`config.mk`:
```
export PLATFORM = sky130hd
export DESIGN_NAME = triac_dimmer_ramp_unit
export DESIGN_NICKNAME = d
export VERILOG_FILES = /design/src/rtl/tdr_pkg.sv /design/src/rtl/tdr_ctrl.sv /design/src/rtl/tdr_datapath.sv /design/src/rtl/triac_dimmer_ramp_unit.sv
export SDC_FILE = /design/constraint.sdc
export NUM_CORES = 1
export LEC_CHECK = 0
export BUFFER_PORTS_ARGS = -buffer_cell sky130_fd_sc_hd__buf_2
export CAP_MARGIN = 10
export CORE_UTILIZATION = 59
export DETAILED_ROUTE_END_ITERATION = 8
export GPL_TIMING_DRIVEN = 0
export PLACE_DENSITY = 0.78
export SKIP_LAST_GASP = 1
export SLEW_MARGIN = 20
export SYNTH_ARGS = -nofsm -noshare
export SYNTH_HDL_FRONTEND = slang
export SYNTH_HIERARCHICAL = 1
export SYNTH_SLANG_ARGS = --single-unit
```
`constraint.sdc`:
```
create_clock -name i_clk -period 13 [get_ports i_clk]
set_clock_uncertainty 0.15 [all_clocks]
set_input_delay 2.6 -clock i_clk [delete_from_list [all_inputs] [get_ports i_clk]]
set_output_delay 2.6 -clock i_clk [all_outputs]
set_load 0.01 [all_outputs]
```
`src/rtl/tdr_pkg.sv`:
```
package tdr_pkg;

    localparam int MAINS_HZ_DEF   = 50;
    localparam int RAMP_SECS_W    = 8;
    localparam int LEVEL_W        = 7;
    localparam int PCT_MAX        = 100;
    localparam int RAMP_SECS_RST  = 2;
    localparam int QUOT_W         = 7;   // quotient never exceeds 100
    localparam int PADDR_W        = 3;
    localparam int PDATA_W        = 32;

    // register indexes (byte address = 4 * index)
    localparam int REG_RAMP_SECONDS = 0;

    typedef enum logic [1:0] {
        REQ_CROSS  = 2'd0,
        REQ_TARGET = 2'd1,
        REQ_ON     = 2'd2,
        REQ_OFF    = 2'd3
    } t_req;

    typedef struct packed {
        logic load;
        logic mul;
        logic div_step;
        logic commit;
    } t_dp_cmd;

    typedef struct packed {
        logic is_cross;
        logic out_free;
    } t_dp_status;

    // power percent -> firing delay
    localparam logic [LEVEL_W-1:0] DELAY_TABLE [0:PCT_MAX] = '{
         7'd0,  7'd0,  7'd0,  7'd0, 7'd13, 7'd14, 7'd16, 7'd17, 7'd18, 7'd19,
        7'd20, 7'd22, 7'd23, 7'd23, 7'd24, 7'd25, 7'd26, 7'd27, 7'd28, 7'd29,
        7'd29, 7'd30, 7'd31, 7'd32, 7'd32, 7'd33, 7'd34, 7'd35, 7'd35, 7'd36,
        7'd37, 7'd37, 7'd38, 7'd39, 7'd39, 7'd40, 7'd41, 7'd41, 7'd42, 7'd43,
        7'd43, 7'd44, 7'd45, 7'd45, 7'd46, 7'd47, 7'd47, 7'd48, 7'd49, 7'd50,
        7'd50, 7'd51, 7'd51, 7'd52, 7'd52, 7'd53, 7'd54, 7'd54, 7'd55, 7'd56,
        7'd56, 7'd57, 7'd58, 7'd58, 7'd59, 7'd60, 7'd60, 7'd61, 7'd62, 7'd62,
        7'd63, 7'd64, 7'd64, 7'd65, 7'd66, 7'd67, 7'd67, 7'd68, 7'd69, 7'd70,
        7'd70, 7'd71, 7'd72, 7'd73, 7'd74, 7'd75, 7'd76, 7'd77, 7'd78, 7'd79,
        7'd80, 7'd81, 7'd82, 7'd83, 7'd84, 7'd85, 7'd87, 7'd89, 7'd90, 7'd93,
        7'd100
    };

endpackage

```
`src/rtl/tdr_ctrl.sv`:
```
module tdr_ctrl (
    input  logic                i_clk,
    input  logic                i_rst_n,
    input  logic                i_in_valid,
    output logic                o_in_stall,
    input  tdr_pkg::t_dp_status i_status,
    output tdr_pkg::t_dp_cmd    o_cmd
);
    import tdr_pkg::*;

    localparam int STEP_W = $clog2(QUOT_W);

    typedef enum logic [1:0] {
        S_IDLE,
        S_MUL,
        S_DIV,
        S_PUSH
    } t_state;

    t_state              r_state, n_state;
    logic [STEP_W-1:0]   r_step, n_step;

    always_comb begin
        n_state = r_state;
        n_step  = r_step;
        o_cmd   = '0;
        case (r_state)
            S_IDLE: begin
                if (i_in_valid) begin
                    o_cmd.load = 1'b1;
                    n_state    = S_MUL;
                end
            end
            S_MUL: begin
                o_cmd.mul = 1'b1;
                n_step    = '0;
                n_state   = i_status.is_cross ? S_DIV : S_PUSH;
            end
            S_DIV: begin
                o_cmd.div_step = 1'b1;
                n_step         = r_step + 1'b1;
                if (r_step == STEP_W'(QUOT_W - 1)) begin
                    n_state = S_PUSH;
                end
            end
            S_PUSH: begin
                if (i_status.out_free) begin
                    o_cmd.commit = 1'b1;
                    n_state      = S_IDLE;
                end
            end
            default: begin
                n_state = S_IDLE;
            end
        endcase
    end

    always_ff @(posedge i_clk) begin
        if (!i_rst_n) begin
            r_state <= S_IDLE;
            r_step  <= '0;
        end else begin
            r_state <= n_state;
            r_step  <= n_step;
        end
    end

    assign o_in_stall = (r_state != S_IDLE);

endmodule

```
`src/rtl/tdr_datapath.sv`:
```
module tdr_datapath #(
    parameter int MAINS_HZ = tdr_pkg::MAINS_HZ_DEF
) (
    input  logic                                i_clk,
    input  logic                                i_rst_n,
    input  tdr_pkg::t_dp_cmd                    i_cmd,
    output tdr_pkg::t_dp_status                 o_status,
    input  logic [1:0]                          i_req_type,
    input  logic [7:0]                          i_power_value,
    input  logic                                i_cfg_we,
    input  logic [tdr_pkg::RAMP_SECS_W-1:0]     i_cfg_data,
    output logic [tdr_pkg::RAMP_SECS_W-1:0]     o_ramp_seconds,
    input  logic                                i_out_stall,
    output logic                                o_out_valid,
    output logic [tdr_pkg::LEVEL_W-1:0]         o_firing_delay,
    output logic [tdr_pkg::LEVEL_W-1:0]         o_present_power,
    output logic [tdr_pkg::LEVEL_W-1:0]         o_target_power,
    output logic                                o_switched_on
);
    import tdr_pkg::*;

    localparam int CYC_MAX = (2 ** RAMP_SECS_W - 1) * 2 * MAINS_HZ;
    localparam int CYC_W   = $clog2(CYC_MAX + 1);
    localparam int PROD_W  = CYC_W + LEVEL_W;
    localparam int HALF_CYCLES_PER_SEC = 2 * MAINS_HZ;

    // ramp state
    logic [RAMP_SECS_W-1:0] r_ramp_secs;
    logic [LEVEL_W-1:0]     r_level, r_goal, r_origin, r_delay;
    logic                   r_on;
    logic [CYC_W-1:0]       r_pos;

    // item being worked on
    t_req                   r_kind;
    logic [7:0]             r_pv;

    // divider
    logic [PROD_W-1:0]      r_rem, r_div;
    logic [QUOT_W-1:0]      r_quot;
    logic                   r_neg;

    // output register
    logic                   r_out_valid;
    logic [LEVEL_W-1:0]     r_o_delay, r_o_level, r_o_goal;
    logic                   r_o_on;

    logic [CYC_W-1:0]       w_cycles, w_cycles_cfg;
    logic [LEVEL_W-1:0]     w_target, w_mag, w_level;
    logic                   w_neg;
    logic [PROD_W-1:0]      w_prod;

    logic [LEVEL_W-1:0]     n_level, n_goal, n_origin, n_delay;
    logic                   n_on;
    logic [CYC_W-1:0]       n_pos;

    assign w_cycles     = CYC_W'(32'(r_ramp_secs) * 32'(HALF_CYCLES_PER_SEC));
    assign w_cycles_cfg = CYC_W'(32'(i_cfg_data) * 32'(HALF_CYCLES_PER_SEC));

    assign w_target = r_on ? r_goal : '0;
    assign w_neg    = (w_target < r_origin);
    assign w_mag    = w_neg ? (r_origin - w_target) : (w_target - r_origin);
    assign w_prod   = {{CYC_W{1'b0}}, w_mag} * {{LEVEL_W{1'b0}}, r_pos};

    // quotient sits at most |target - origin| away from origin, so no wrap
    always_comb begin
        if (w_cycles == '0) begin
            w_level = w_target;
        end else if (r_neg) begin
            w_level = r_origin - r_quot;
        end else begin
            w_level = r_origin + r_quot;
        end
    end

    always_comb begin
        n_level  = r_level;
        n_goal   = r_goal;
        n_origin = r_origin;
        n_delay  = r_delay;
        n_on     = r_on;
        n_pos    = r_pos;
        case (r_kind)
            REQ_CROSS: begin
                n_level = (w_level > LEVEL_W'(PCT_MAX)) ? LEVEL_W'(PCT_MAX) : w_level;
                n_delay = DELAY_TABLE[n_level];
                if (r_pos < w_cycles) begin
                    n_pos = r_pos + 1'b1;
                end
            end
            REQ_TARGET: begin
                n_goal   = (r_pv > 8'(PCT_MAX)) ? LEVEL_W'(PCT_MAX) : r_pv[LEVEL_W-1:0];
                n_origin = r_level;
                n_pos    = '0;
            end
            REQ_ON: begin
                n_on     = 1'b1;
                n_origin = r_level;
                n_pos    = '0;
            end
            REQ_OFF: begin
                n_on     = 1'b0;
                n_origin = r_level;
                n_pos    = '0;
            end
            default: begin
                n_pos = r_pos;
            end
        endcase
    end

    always_ff @(posedge i_clk) begin
        if (!i_rst_n) begin
            r_ramp_secs <= RAMP_SECS_W'(RAMP_SECS_RST);
            r_level     <= '0;
            r_goal      <= '0;
            r_origin    <= '0;
            r_delay     <= '0;
            r_on        <= 1'b0;
            r_pos       <= CYC_W'(RAMP_SECS_RST * HALF_CYCLES_PER_SEC);
            r_out_valid <= 1'b0;
        end else begin
            if (i_cfg_we) begin
                r_ramp_secs <= i_cfg_data;
                r_pos       <= w_cycles_cfg;
            end else if (i_cmd.commit) begin
                r_pos <= n_pos;
            end
            if (i_cmd.commit) begin
                r_level  <= n_level;
                r_goal   <= n_goal;
                r_origin <= n_origin;
                r_delay  <= n_delay;
                r_on     <= n_on;
            end
            if (i_cmd.commit) begin
                r_out_valid <= 1'b1;
            end else if (!i_out_stall) begin
                r_out_valid <= 1'b0;
            end
        end
    end

    // payload registers, no reset
    always_ff @(posedge i_clk) begin
        if (i_cmd.load) begin
            r_kind <= t_req'(i_req_type);
            r_pv   <= i_power_value;
        end
        if (i_cmd.mul) begin
            r_rem  <= w_prod;
            r_div  <= PROD_W'({w_cycles, {(QUOT_W-1){1'b0}}});
            r_quot <= '0;
            r_neg  <= w_neg;
        end else if (i_cmd.div_step) begin
            if (r_rem >= r_div) begin
                r_rem  <= r_rem - r_div;
                r_quot <= {r_quot[QUOT_W-2:0], 1'b1};
            end else begin
                r_quot <= {r_quot[QUOT_W-2:0], 1'b0};
            end
            r_div <= r_div >> 1;
        end
        if (i_cmd.commit) begin
            r_o_delay <= n_delay;
            r_o_level <= n_level;
            r_o_goal  <= n_goal;
            r_o_on    <= n_on;
        end
    end

    assign o_status.is_cross = (r_kind == REQ_CROSS);
    assign o_status.out_free = !r_out_valid || !i_out_stall;

    assign o_ramp_seconds  = r_ramp_secs;
    assign o_out_valid     = r_out_valid;
    assign o_firing_delay  = r_o_delay;
    assign o_present_power = r_o_level;
    assign o_target_power  = r_o_goal;
    assign o_switched_on   = r_o_on;

    a_level_range: assert property (@(posedge i_clk) disable iff (!i_rst_n)
        r_level <= LEVEL_W'(PCT_MAX))
        else $error("present level beyond 100");

    a_goal_range: assert property (@(posedge i_clk) disable iff (!i_rst_n)
        r_goal <= LEVEL_W'(PCT_MAX))
        else $error("goal level beyond 100");

    a_pos_bound: assert property (@(posedge i_clk) disable iff (!i_rst_n)
        r_pos <= w_cycles)
        else $error("ramp position past ramp length");

    a_delay_match: assert property (@(posedge i_clk) disable iff (!i_rst_n)
        r_delay == DELAY_TABLE[r_level])
        else $error("delay latch out of step with present level");

endmodule

```
`src/rtl/triac_dimmer_ramp_unit.sv`:
```
// Phase-angle triac dimmer with a linear ramp. Each input item is one event
// (zero crossing, new target power, switch on, switch off) and yields exactly
// one result item carrying the firing delay, the present power, the stored
// target and the on flag. Target, on and off events restart the ramp from
// the present power; each zero crossing interpolates toward the target (zero
// when off), looks the power up in the delay table and steps the ramp.
// Timing: an item is taken only while the controller is idle. A non-crossing
// event holds the block through accept, multiply and push, and its result is
// loaded into the output register at the push; a zero crossing holds it also
// through the 7-step restoring divider (one quotient bit a cycle), which runs
// after the multiply, and its result is likewise loaded at the push.
// The result waits in an output register, so the next item is taken while it
// is still stalled; a further result waits for that register to drain. That
// wait stretches the push cycle. ramp_seconds sits at byte address 0; writing
// it ends any ramp in progress. pready is tied high.
module triac_dimmer_ramp_unit #(
    parameter int MAINS_HZ = tdr_pkg::MAINS_HZ_DEF
) (
    input  logic                            i_clk,
    input  logic                            i_rst_n,
    // input items
    input  logic                            i_in_valid,
    output logic                            o_in_stall,
    input  logic [1:0]                      i_req_type,
    input  logic [7:0]                      i_power_value,
    // result items
    output logic                            o_out_valid,
    input  logic                            i_out_stall,
    output logic [tdr_pkg::LEVEL_W-1:0]     o_firing_delay,
    output logic [tdr_pkg::LEVEL_W-1:0]     o_present_power,
    output logic [tdr_pkg::LEVEL_W-1:0]     o_target_power,
    output logic                            o_switched_on,
    // register port
    input  logic                            psel,
    input  logic                            penable,
    input  logic                            pwrite,
    input  logic [tdr_pkg::PADDR_W-1:0]     paddr,
    input  logic [tdr_pkg::PDATA_W-1:0]     pwdata,
    output logic [tdr_pkg::PDATA_W-1:0]     prdata,
    output logic                            pready
);
    import tdr_pkg::*;

    t_dp_cmd                w_cmd;
    t_dp_status             w_status;
    logic                   w_cfg_we;
    logic                   w_reg_hit;
    logic [RAMP_SECS_W-1:0] w_ramp_secs;

    // word index is paddr[2]; anything but register 0 is ignored
    assign w_reg_hit = (paddr[PADDR_W-1] == 1'(REG_RAMP_SECONDS));
    assign w_cfg_we  = psel && penable && pwrite && w_reg_hit;
    assign pready    = 1'b1;
    assign prdata    = w_reg_hit ? PDATA_W'(w_ramp_secs) : '0;

    tdr_ctrl u_ctrl (
        .i_clk      (i_clk),
        .i_rst_n    (i_rst_n),
        .i_in_valid (i_in_valid),
        .o_in_stall (o_in_stall),
        .i_status   (w_status),
        .o_cmd      (w_cmd)
    );

    tdr_datapath #(
        .MAINS_HZ (MAINS_HZ)
    ) u_datapath (
        .i_clk           (i_clk),
        .i_rst_n         (i_rst_n),
        .i_cmd           (w_cmd),
        .o_status        (w_status),
        .i_req_type      (i_req_type),
        .i_power_value   (i_power_value),
        .i_cfg_we        (w_cfg_we),
        .i_cfg_data      (pwdata[RAMP_SECS_W-1:0]),
        .o_ramp_seconds  (w_ramp_secs),
        .i_out_stall     (i_out_stall),
        .o_out_valid     (o_out_valid),
        .o_firing_delay  (o_firing_delay),
        .o_present_power (o_present_power),
        .o_target_power  (o_target_power),
        .o_switched_on   (o_switched_on)
    );

endmodule
```
Yosys cells after proc, flatten, opt, wreduce, memory -nomap -nowiden
Memory sizes are Yosys's and may differ from the RTL's.
Index checks and enable logic that the tools add are counted.
{ "totals": {"mem_bits_ro": 896, "wordCells": 113, "reg_bits": 141, "ram_bits": 0, "latch_bits": 0, "n_memories": 1, "input_bits": 52} }
{ "op_classes": {"n_addsub": 7, "multipliers": 3, "n_mux": 37, "reduce_logical": 21, "order_cmp": 6, "shift": 0, "eq_ne": 13, "bitwise_logic": 3, "div_mod_pow": 0} }
{ "mem_list": {"columns": ["memory", "words", "width", "read_ports", "rd_ports_with_merged_regs", "wr", "line", "text"], "rows": [
  ["(no name shown)", 128, 7, 1, 0, 0, "tdr_datapath.sv:85", "n_delay = DELAY_TABLE[n_level];"]
]} }
{ "ops": {"columns": ["operator", "count"], "rows": [
  ["7-bit two-way mux", 11],
  ["22-bit two-way mux", 3],
  ["15-bit two-way mux", 3],
  ["21-bit two-way mux", 2],
  ["15-bit case mux with 2 select lines", 1],
  ["8-bit by 5-bit multiplier with 13-bit output (second input constant)", 2],
  ["22-bit by 21-bit greater-or-equal comparator with 1-bit output", 1],
  ["7-bit by 15-bit multiplier with 22-bit output", 1],
  ["22-bit by 21-bit subtractor with 22-bit output", 1],
  ["7-bit subtractor", 3],
  ["15-bit by 1-bit adder with 15-bit output (second input constant)", 1],
  ["15-bit logical NOT", 1],
  ["15-bit less-than comparator", 1],
  ["1-bit two-way mux", 10],
  ["2-bit nonzero test", 5],
  ["2-bit == test (second input constant)", 4],
  ["8-bit greater-or-equal comparator (second input constant)", 1],
  ["8-bit by 7-bit > comparator with 1-bit output (second input constant)", 1],
  ["8-bit two-way mux", 1],
  ["2-bit by 1-bit != test with 1-bit output (second input constant)", 4],
  ["7-bit inverter with 8-bit output", 1],
  ["2-bit case mux with 4 select lines", 1],
  ["2-bit AND reduction", 4],
  ["7-bit adder", 1],
  ["other kinds (18)", 26]
]} }

Depth between registers and ports, before layout
Gate-level depths: netlist (run 1).
{ "logic_depth": {"ltp_word": 10, "mapped_depth": 34, "mapped_depth_nobuf": 32} }

By module
The synthesis (run 1) kept the hierarchy.
{ "modules_own_cells": {"columns": ["mod", "cells_each", "instances", "seq_area_each_um2", "area_per_inst_um2"], "rows": [
  ["tdr_datapath", 1568, 1, 3403.3, 13619.3],
  ["tdr_ctrl", 44, 1, 100.1, 387.9],
  ["triac_dimmer_ramp_unit", 36, 1, 0.0, 275.3]
]} }

Least setup slack after synthesis (run 1)
OpenSTA, ideal clock, no wires.
{ "synth_path": {"path_type": "reg2reg", "start": "register u_datapath.r_on", "end": "register u_datapath.r_rem[20], data pin", "required_time_ps": 12594, "n_path_buf": 2, "setup_ps": 256, "t_arrival_ps": 7625, "path_stages_with_launch": 33, "setup_slack_ps": 4969, "cell_sequence": "dfxtp_1 > clkbuf_1 > nand2_1 > ha_1 > nor2b_1 > o21ai_1 > a21boi_0 > o21ai_0 > a21boi_1 > o21a_1 > o221a_2 > o311ai_0 > a21oi_1 > xnor2_1 > clkbuf_1 > nand2_1 > fa_1 > fa_1 > inv_1 > fa_1 > inv_1 > fa_1 > inv_1 > ha_1 > a21oi_1 > o21ai_0 > a41o_1 > o41ai_1 > o21ai_0 > o21ai_0 > a21oi_1 > or3_1 > a31o_2"} }
{ "synth_via": {"elab_chain_len": 5, "word_cells_on_any_way": 7, "classes_between": "add/sub (2); mul (1); order compare (1); mux (3)"} }
{ "synth_rtl": {"columns": ["item", "line", "text"], "rows": [
  ["start, declared", "tdr_datapath.sv:30", "logic r_on;"],
  ["start signal, assigned", "tdr_datapath.sv:133", "r_on <= n_on;"],
  ["7-bit two-way mux (*)", "tdr_datapath.sv:59", "assign w_target = r_on ? r_goal : '0;"],
  ["7-bit subtractor / 7-bit less-than comparator (equally long branches)", "tdr_datapath.sv:61, tdr_datapath.sv:60", null],
  ["7-bit two-way mux (*)", "tdr_datapath.sv:61", "assign w_mag = w_neg ? (r_origin - w_target) : (w_target - r_origin);"],
  ["7-bit by 15-bit multiplier with 22-bit output (*)", "tdr_datapath.sv:62", "assign w_prod = {{CYC_W{1'b0}}, w_mag} * {{LEVEL_W{1'b0}}, r_pos};"],
  ["22-bit two-way mux (*)", "tdr_datapath.sv:149", "if (i_cmd.mul) begin"],
  ["end signal, assigned", "tdr_datapath.sv:150", "r_rem <= w_prod;"],
  ["end signal, assigned", "tdr_datapath.sv:156", "r_rem <= r_rem - r_div;"],
  ["end, declared", "tdr_datapath.sv:38", "logic [PROD_W-1:0] r_rem, r_div;"]
]} }
Every way passes the cells marked *; elsewhere a longest branch is shown, timed or not.
A chain may end at the register's enable or synchronous reset.

Worst setup path in the final report (run 1)
Ends and elaborated chain as after synthesis.

==> results of run 1 <==
## cell usage after synthesis, drive strengths merged, types with 38 or more instances
master and n:
inv 179, ha 171, nor2 138, nand2 134
a21oi 105, o21ai 104, dfxtp 73, fa 73
edfxtp 68, and2 57, mux2i 51, clkbuf 44
buf 38
## registers in the layout, summed over array words and instances (netlist names)
| name | flops |
|---|---|
| u_datapath/o_ramp_seconds | 8 |
| u_datapath/r_delay | 7 |
| u_datapath/r_rem | 22 |
| u_ctrl/r_state | 2 |
| u_datapath/r_quot | 7 |
| u_datapath/r_div | 21 |
| u_datapath/r_origin | 7 |
| u_datapath/o_switched_on | 1 |
| u_datapath/r_level | 7 |
| u_datapath/r_on | 1 |
| u_datapath/o_target_power | 7 |
| u_datapath/o_out_valid | 1 |
| u_datapath/r_goal | 7 |
| u_datapath/o_firing_delay | 7 |
| u_ctrl/r_step | 3 |
| u_datapath/r_neg | 1 |
| u_datapath/o_present_power | 7 |
| u_datapath/r_kind | 2 |
| u_datapath/r_pos | 15 |
| u_datapath/r_pv | 8 |
## cell type report
class / count / area share [%]
timing repair buffer: 57 / 1.82
clock inverter: 15 / 1.19
inverter: 182 / 4.36
multi-input combinational: 1266 / 62.3
antenna: 1 / 0.0160
sequential: 141 / 22.3
tap: 319 / 2.54
buffer: 82 / 2.73
clock buffer: 17 / 2.71
## final timing paths
check	slack [ns]	depth (start not counted)	end
hold reg to reg	0.31	2	u_datapath/r_delay[6]$_SDFFE_PN0P_
setup / recovery	3.47	32	u_datapath/r_rem[20]$_DFFE_PP_
hold / removal	0.31	2	u_datapath/r_delay[6]$_SDFFE_PN0P_
setup reg to reg	3.47	32	u_datapath/r_rem[20]$_DFFE_PP_
## metrics by stage
step | cell area [µm²] | hold WS (ns) | setup WS, ns
floorplan | 14400 | 0.287 | 4.97
global placement | 15100 | 0.297 | 3.65
detailed placement | 15100 | 0.298 | 3.60
CTS | 15700 | 0.310 | 3.52
global route | 15700 | 0.345 | 2.92
finish | 15700 | 0.312 | 3.47
## per-layer routing
layer	share of wire (%)	vias to the layer above
met2	45	512
met3	8.3	67
met5	0	-
met1	44	5699
li1	-	5833
met4	2.4	0
## cell families after synthesis
| kind of cell | synth area share, % |
|---|---|
| fa+ha+maj | 25.2 |
| mux | 3.99 |
| simple gates | 18.2 |
| flops | 24.5 |
| compound gates | 16.3 |
| xor+xnor | 3.85 |
| other cells | 0.0526 |
| buf+inv | 7.78 |
## where the power goes
group          internal, mW  switching [mW]  leakage, nW
sequential            0.631          0.0520         1.24
combinational         0.810            1.38         5.62
clock                 0.262           0.250        0.297
total                  1.70            1.68         7.16
## worst reg2reg max path: cells and delay by family (launching register included)
family,cells,cell delay [ns]
AO/OA/AOI/OAI,16,3.45
XOR/XNOR,1,0.60
adder cells (fa/ha/maj),6,2.86
buffers and inverters,5,0.96
flip-flops,1,0.39
AND/OR/NAND/NOR,4,0.83
==> out/qor.csv, run 1 <==
stage,metric,value,unit
setup_path,"Arr. time, crit path",9.56,ns
drt,Pre-antenna DRT Iters,6,
grt,GR Util met2,48.6,%
sta,worst-margin pin slew,1.11,ns
setup_path,CP Class,register to register,
clock_tree,setup bufs post-CTS,0,
synthesis,sequential share of the synthesized area,24.5,%
synthesis,synth unique cells,98,
placed_design,routability cong.,0.943,
clock_tree,Clock Sinks,141,
floorplan,initial cell density of the core,60.5,%
drt,vias,12100,
clock_tree,clock latency at the later pin of the worst-skew pair,0.43,ns
sta,setup violators final,0,
synthesis,Synth top area share,15.0,%
drt,WL final,35.8,mm
final_layout,"non-filler cells, final",2080,
grt,number of global-route vias before repair,11900,
clock_tree,"Reg clk slew, reported paths",0.08,ns
final_layout,area occupied by multi-input gates,9770,µm²
grt,global routing usage on met3,5.64,%
sta,Final period util,73.3,%
min_path,Hold/Removal Path Class,register to register,
final_layout,"most common cell after layout, fill and taps aside",inv_1,
setup_path,crit-path max cell delay,0.60,ns
floorplan,cell row count,56,
grt,initial antenna violation count,1,
synthesis,cell taking the most area after synthesis,ha_1,
synthesis,post-synthesis async set-or-reset flop share,0,%
final_layout,FF/Latch Area,3500,µm²
setup_path,CP required,13.03,ns
sta,Slew HR,26.1,%
synthesis,YS warnings,6,
grt,GRT Total Usage,30.2,%
grt,busiest grt layer,met2,
clock_tree,Root Buffer,clkbuf_16,
grt,first-pass GRT wire length,58.8,mm
final_layout,fraction of layout cells with a size suffix above 1,9.49,%
synthesis,largest cells by area after synthesis,"ha_1, edfxtp_1, dfxtp_1",
pwr,Leak Pwr,7.16,nW
setup_path,Critical path buffers and inverters,5,
grt,GRT Residual Overflow,0,
placed_design,Buffers on Ports,57,
setup_path,crit start category,register,
min_path,hold_sp,u_datapath/r_delay[6]$_SDFFE_PN0P_,
final_layout,nets,2043,
grt,Global Route met1 Usage,40.5,%
outcome,outcome,"complete, no violations",
setup_path,"Max FO, Critical Path",10,
final_layout,fill count,1907,
synthesis,Gate Count Post-Synth,1648,
floorplan,core area,23600,µm²
run,MaxCap Viol Count,0,
clock_tree,CTS max path bufs,2,
clock_tree,Inserted Clock Buffers,17,
clock_tree,CTS tree,yes,
clock_tree,hold buffer count at CTS,0,
setup_path,Worst Setup SP,u_datapath/r_on$_SDFFE_PN0P_,
synthesis,mean post-synth cell area,8.67,µm²
floorplan,DIE AREA,24800,µm²
sta,f_max,105,MHz
grt,largest net degree at the start of global routing,24,
sta,Final Max Slew Viols,0,
setup_path,worst reg2reg path startpoint,u_datapath/r_on$_SDFFE_PN0P_,
synthesis,"Top FF cell, synth",dfxtp_1,
placed_design,DP HPWL,27.5,mm
placed_design,Cells after DPL,2047,
final_layout,"commonest cells after routing, fill and taps aside","inv_1, ha_1, nor2_1",
floorplan,IO Count,109,
setup_path,family with the most delay on the worst path,compound AO/OA/AOI/OAI gates,
sta,Final Hold Vio Count,0,
clock_tree,htree depth,4,
pwr,P per Cell Area,216,nW/µm²
setup_path,CP Capture Type,register,
sta,RSZ-0062 raised after global routing,no,
drt,initial drt markers,909,
setup_path,"Max stage delay cell, worst path",xnor2_1,
drt,DR WL/cell,17.2,µm
floorplan,Chip Width,158,µm
drt,vias per cell,5.82,
drt,# DRC,0,
pwr,Worst IR Drop VDD,0.139,mV
sta,setup TNS,0,ns
synthesis,Post-Syn Area,14300,µm²
floorplan,Die Y,158,µm
pwr,total power,3.38,mW
synthesis,"EDFF count, synth",68,
sta,fin crit period,9.53,ns
synthesis,Yosys reg bits,141,
final_layout,Layout area overhead,9.82,%
clock_tree,Post-CTS Resized,0,
drt,remaining antenna violation count after routing,0,
final_layout,final design utilization,66.4,%
(Power assumes the default switching activity.)
==> run 2: changes to the inputs <==
CORE_UTILIZATION = 57   (was 59)
PLACE_DENSITY = 0.79   (was 0.78)
clock period = 7.8 ns   (was 13 ns; I/O delays follow)
==> run 2 against run 1 <==
First-iteration DRC count up 2.3%. Count of clock-buffer cells in the layout unchanged. Total power up 66%. Critical path depth down 2. Global-route usage down 1.4 points. Final area up 2.4%. Combinational power up 67%. Register-to-register slack worse by 3.3 ns. Clock power up 65%. Flip-flop and latch count unchanged. Sequential share of layout area down 0.51 points. Largest cell class unchanged.
==> out/qor.csv, run 2 (same netlist as run 1, synthesis figures left out) <==
stage,metric,value,unit,change
final_layout,fraction of layout cells with a size suffix above 1,12.3,%,was 9.49%
grt,largest net degree at the start of global routing,24,,unchanged
clock_tree,CTS max path bufs,2,,unchanged
clock_tree,Inserted Clock Buffers,17,,unchanged
final_layout,Top Registers,"u_datapath/r_rem x22, u_datapath/r_div x21, u_datapath/r_pos x15",,unchanged
final_layout,nets,2059,,"was 2,043"
sta,Final Max Slew Viols,0,,unchanged
clock_tree,Clock Sinks,141,,unchanged
outcome,outcome,"complete, no violations",,unchanged
setup_path,"Max stage delay cell, worst path",fa_1,,was xnor2_1
sta,Final Hold Vio Count,0,,unchanged
drt,vias per cell,5.88,,was 5.82
sta,Hold Slack,0.319,ns,was 0.312 ns
setup_path,crit start category,register,,unchanged
pwr,combinational power share,64.8,%,was 64.7%
sta,fin crit period,7.64,ns,was 9.53 ns
grt,initial antenna violation count,0,,was 1
sta,worst-margin pin slew,1.08,ns,was 1.11 ns
setup_path,CP Class,register to register,,unchanged
pwr,P per Cell Area,351,nW/µm²,was 216 nW/µm²
drt,WL final,36.8,mm,was 35.8 mm
clock_tree,Root Buffer,clkbuf_16,,unchanged
sta,setup TNS,0,ns,unchanged
final_layout,"most common cell after layout, fill and taps aside",inv_1,,unchanged
drt,Pre-antenna DRT Iters,8,,was 6
setup_path,FF-to-FF setup slack,0.16,ns,was 3.47 ns
pwr,Worst IR Drop VDD,0.346,mV,was 0.139 mV
setup_path,most numerous cell on the critical path,fa_1,,
sta,Slew HR,27.6,%,was 26.1%
clock_tree,hold buffer count at CTS,0,,unchanged
final_layout,Biggest register,u_datapath/r_rem,,unchanged
setup_path,CP required,7.84,ns,was 13.03 ns
drt,vias,12300,,"was 12,100"
setup_path,"Arr. time, crit path",7.68,ns,was 9.56 ns
drt,initial drt markers,930,,was 909
floorplan,core area,24500,µm²,"was 23,600 µm²"
pwr,Leak Pwr,7.33,nW,was 7.16 nW
final_layout,max FFs per register,22,,unchanged
clock_tree,CTS tree,yes,,unchanged
grt,GRT Total Usage,28.8,%,was 30.2%
drt,# DRC,0,,unchanged
final_layout,ANT cells,0,,was 1
pwr,Sw Ratio,49.6,%,was 49.7%
clock_tree,htree depth,4,,unchanged
pwr,Power Internal,2.84,mW,was 1.70 mW
floorplan,DIE AREA,25700,µm²,"was 24,800 µm²"
setup_path,Reg2Reg Depth,30,,was 32
pwr,Seq pwr share,20.2,%,about the same
drt,remaining antenna violation count after routing,0,,unchanged
final_layout,final design utilization,65.7,%,was 66.4%
clock_tree,"Reg clk slew, reported paths",0.08,ns,about the same
min_path,Hold/Removal Path Class,register to register,,unchanged
placed_design,DP HPWL,27.7,mm,was 27.5 mm
floorplan,IO Count,109,,unchanged
setup_path,CP Capture Type,register,,unchanged
sta,Final period util,97.9,%,was 73.3%
setup_path,crit-path max cell delay,0.56,ns,was 0.60 ns
pwr,Sw Pwr,2.79,mW,was 1.68 mW
run,MaxCap Viol Count,0,,unchanged
final_layout,fill count,1915,,"was 1,907"
final_layout,"commonest cells after routing, fill and taps aside","inv_1, ha_1, nor2_1",,unchanged
sta,setup violators final,0,,unchanged
placed_design,Buffers on Ports,57,,unchanged
min_path,hold-critical path depth,2,,unchanged
floorplan,Die Y,160,µm,was 158 µm
setup_path,"Max FO, Critical Path",6,,was 10
sta,f_max,131,MHz,was 105 MHz
drt,DR WL/cell,17.5,µm,was 17.2 µm
grt,GRT Residual Overflow,0,,unchanged
placed_design,Placed Area,15100,µm²,about the same
pwr,clock network fraction of total power,15.0,%,was 15.2%
final_layout,Layout area overhead,12.5,%,was 9.82%
final_layout,Finished Cell Area,16100,µm²,"was 15,700 µm²"
clock_tree,clock latency at the later pin of the worst-skew pair,0.43,ns,about the same
grt,number of global-route vias before repair,12100,,"was 11,900"
floorplan,initial cell density of the core,58.4,%,was 60.5%
floorplan,cell row count,57,,was 56
placed_design,routability cong.,0.931,,was 0.943
floorplan,Chip Width,160,µm,was 158 µm
grt,first-pass GRT wire length,59.5,mm,was 58.8 mm
run 2: power groups by stage:
stage	Sequential (mW)	Clock, mW	Combinational, mW
2_1_floorplan	1.13	0	2.67
3_3_place_gp	1.15	0	3.45
3_5_place_dp	1.15	0	3.51
4_1_cts	1.14	0.853	3.55
5_1_grt	1.16	0.882	4.00
6_report	1.14	0.844	3.65
run 2: cell type report:
cell class | instances | area [µm²] | share of cell area, %
sequential | 141 | 3510 | 21.8
multi-input combinational | 1266 | 9980 | 62.1
timing repair buffer | 73 | 405 | 2.52
buffer | 82 | 468 | 2.91
inverter | 182 | 683 | 4.25
clock inverter | 15 | 194 | 1.21
clock buffer | 17 | 425 | 2.65
tap | 324 | 405 | 2.52
run 2: worst paths after layout:
kind | start | endpoint
min | u_datapath/r_delay[6]$_SDFFE_PN0P_ | u_datapath/r_delay[6]$_SDFFE_PN0P_
max reg2reg | u_datapath/r_goal[2]$_SDFFE_PN0P_ | u_datapath/r_rem[20]$_DFFE_PP_
min reg2reg | u_datapath/r_delay[6]$_SDFFE_PN0P_ | u_datapath/r_delay[6]$_SDFFE_PN0P_
max | u_datapath/r_goal[2]$_SDFFE_PN0P_ | u_datapath/r_rem[20]$_DFFE_PP_
run 2: critical path, delay by kind of cell (launching register included):
family / cells / cell delay, ns
XOR/XNOR: 1 / 0.27
adder cells (fa/ha/maj): 6 / 2.78
AND/OR/NAND/NOR: 3 / 0.61
flip-flops: 1 / 0.41
buffers and inverters: 4 / 0.38
AO/OA/AOI/OAI: 16 / 2.79
run 2: stage by stage:
| step | setup WS, ns | cells | total power, mW |
|---|---|---|---|
| after floorplan | 0.0359 | 1671 | 3.80 |
| after global placement | -1.14 | 2052 | 4.60 |
| after detailed placement | -1.24 | 2052 | 4.67 |
| after CTS | -0.0373 | 2091 | 5.54 |
| after global routing | -0.139 | 2100 | 6.04 |
| final | 0.161 | 2100 | 5.63 |
run 2: per-layer routing:
metal,vias to the layer above,global-route usage [%],part of all wire (%)
li1,5869,-,-
met1,5853,37.9,43
met2,541,46.2,46
met3,77,5.79,8.2
met4,0,12.2,2.9
met5,-,0,0
run 2: repair_timing:
item / CTS / global route
pin swaps: 9 / 16
buffers inserted: 7 / 9
setup endpoints to repair: 13 / 7
resized for setup: 30 / 30
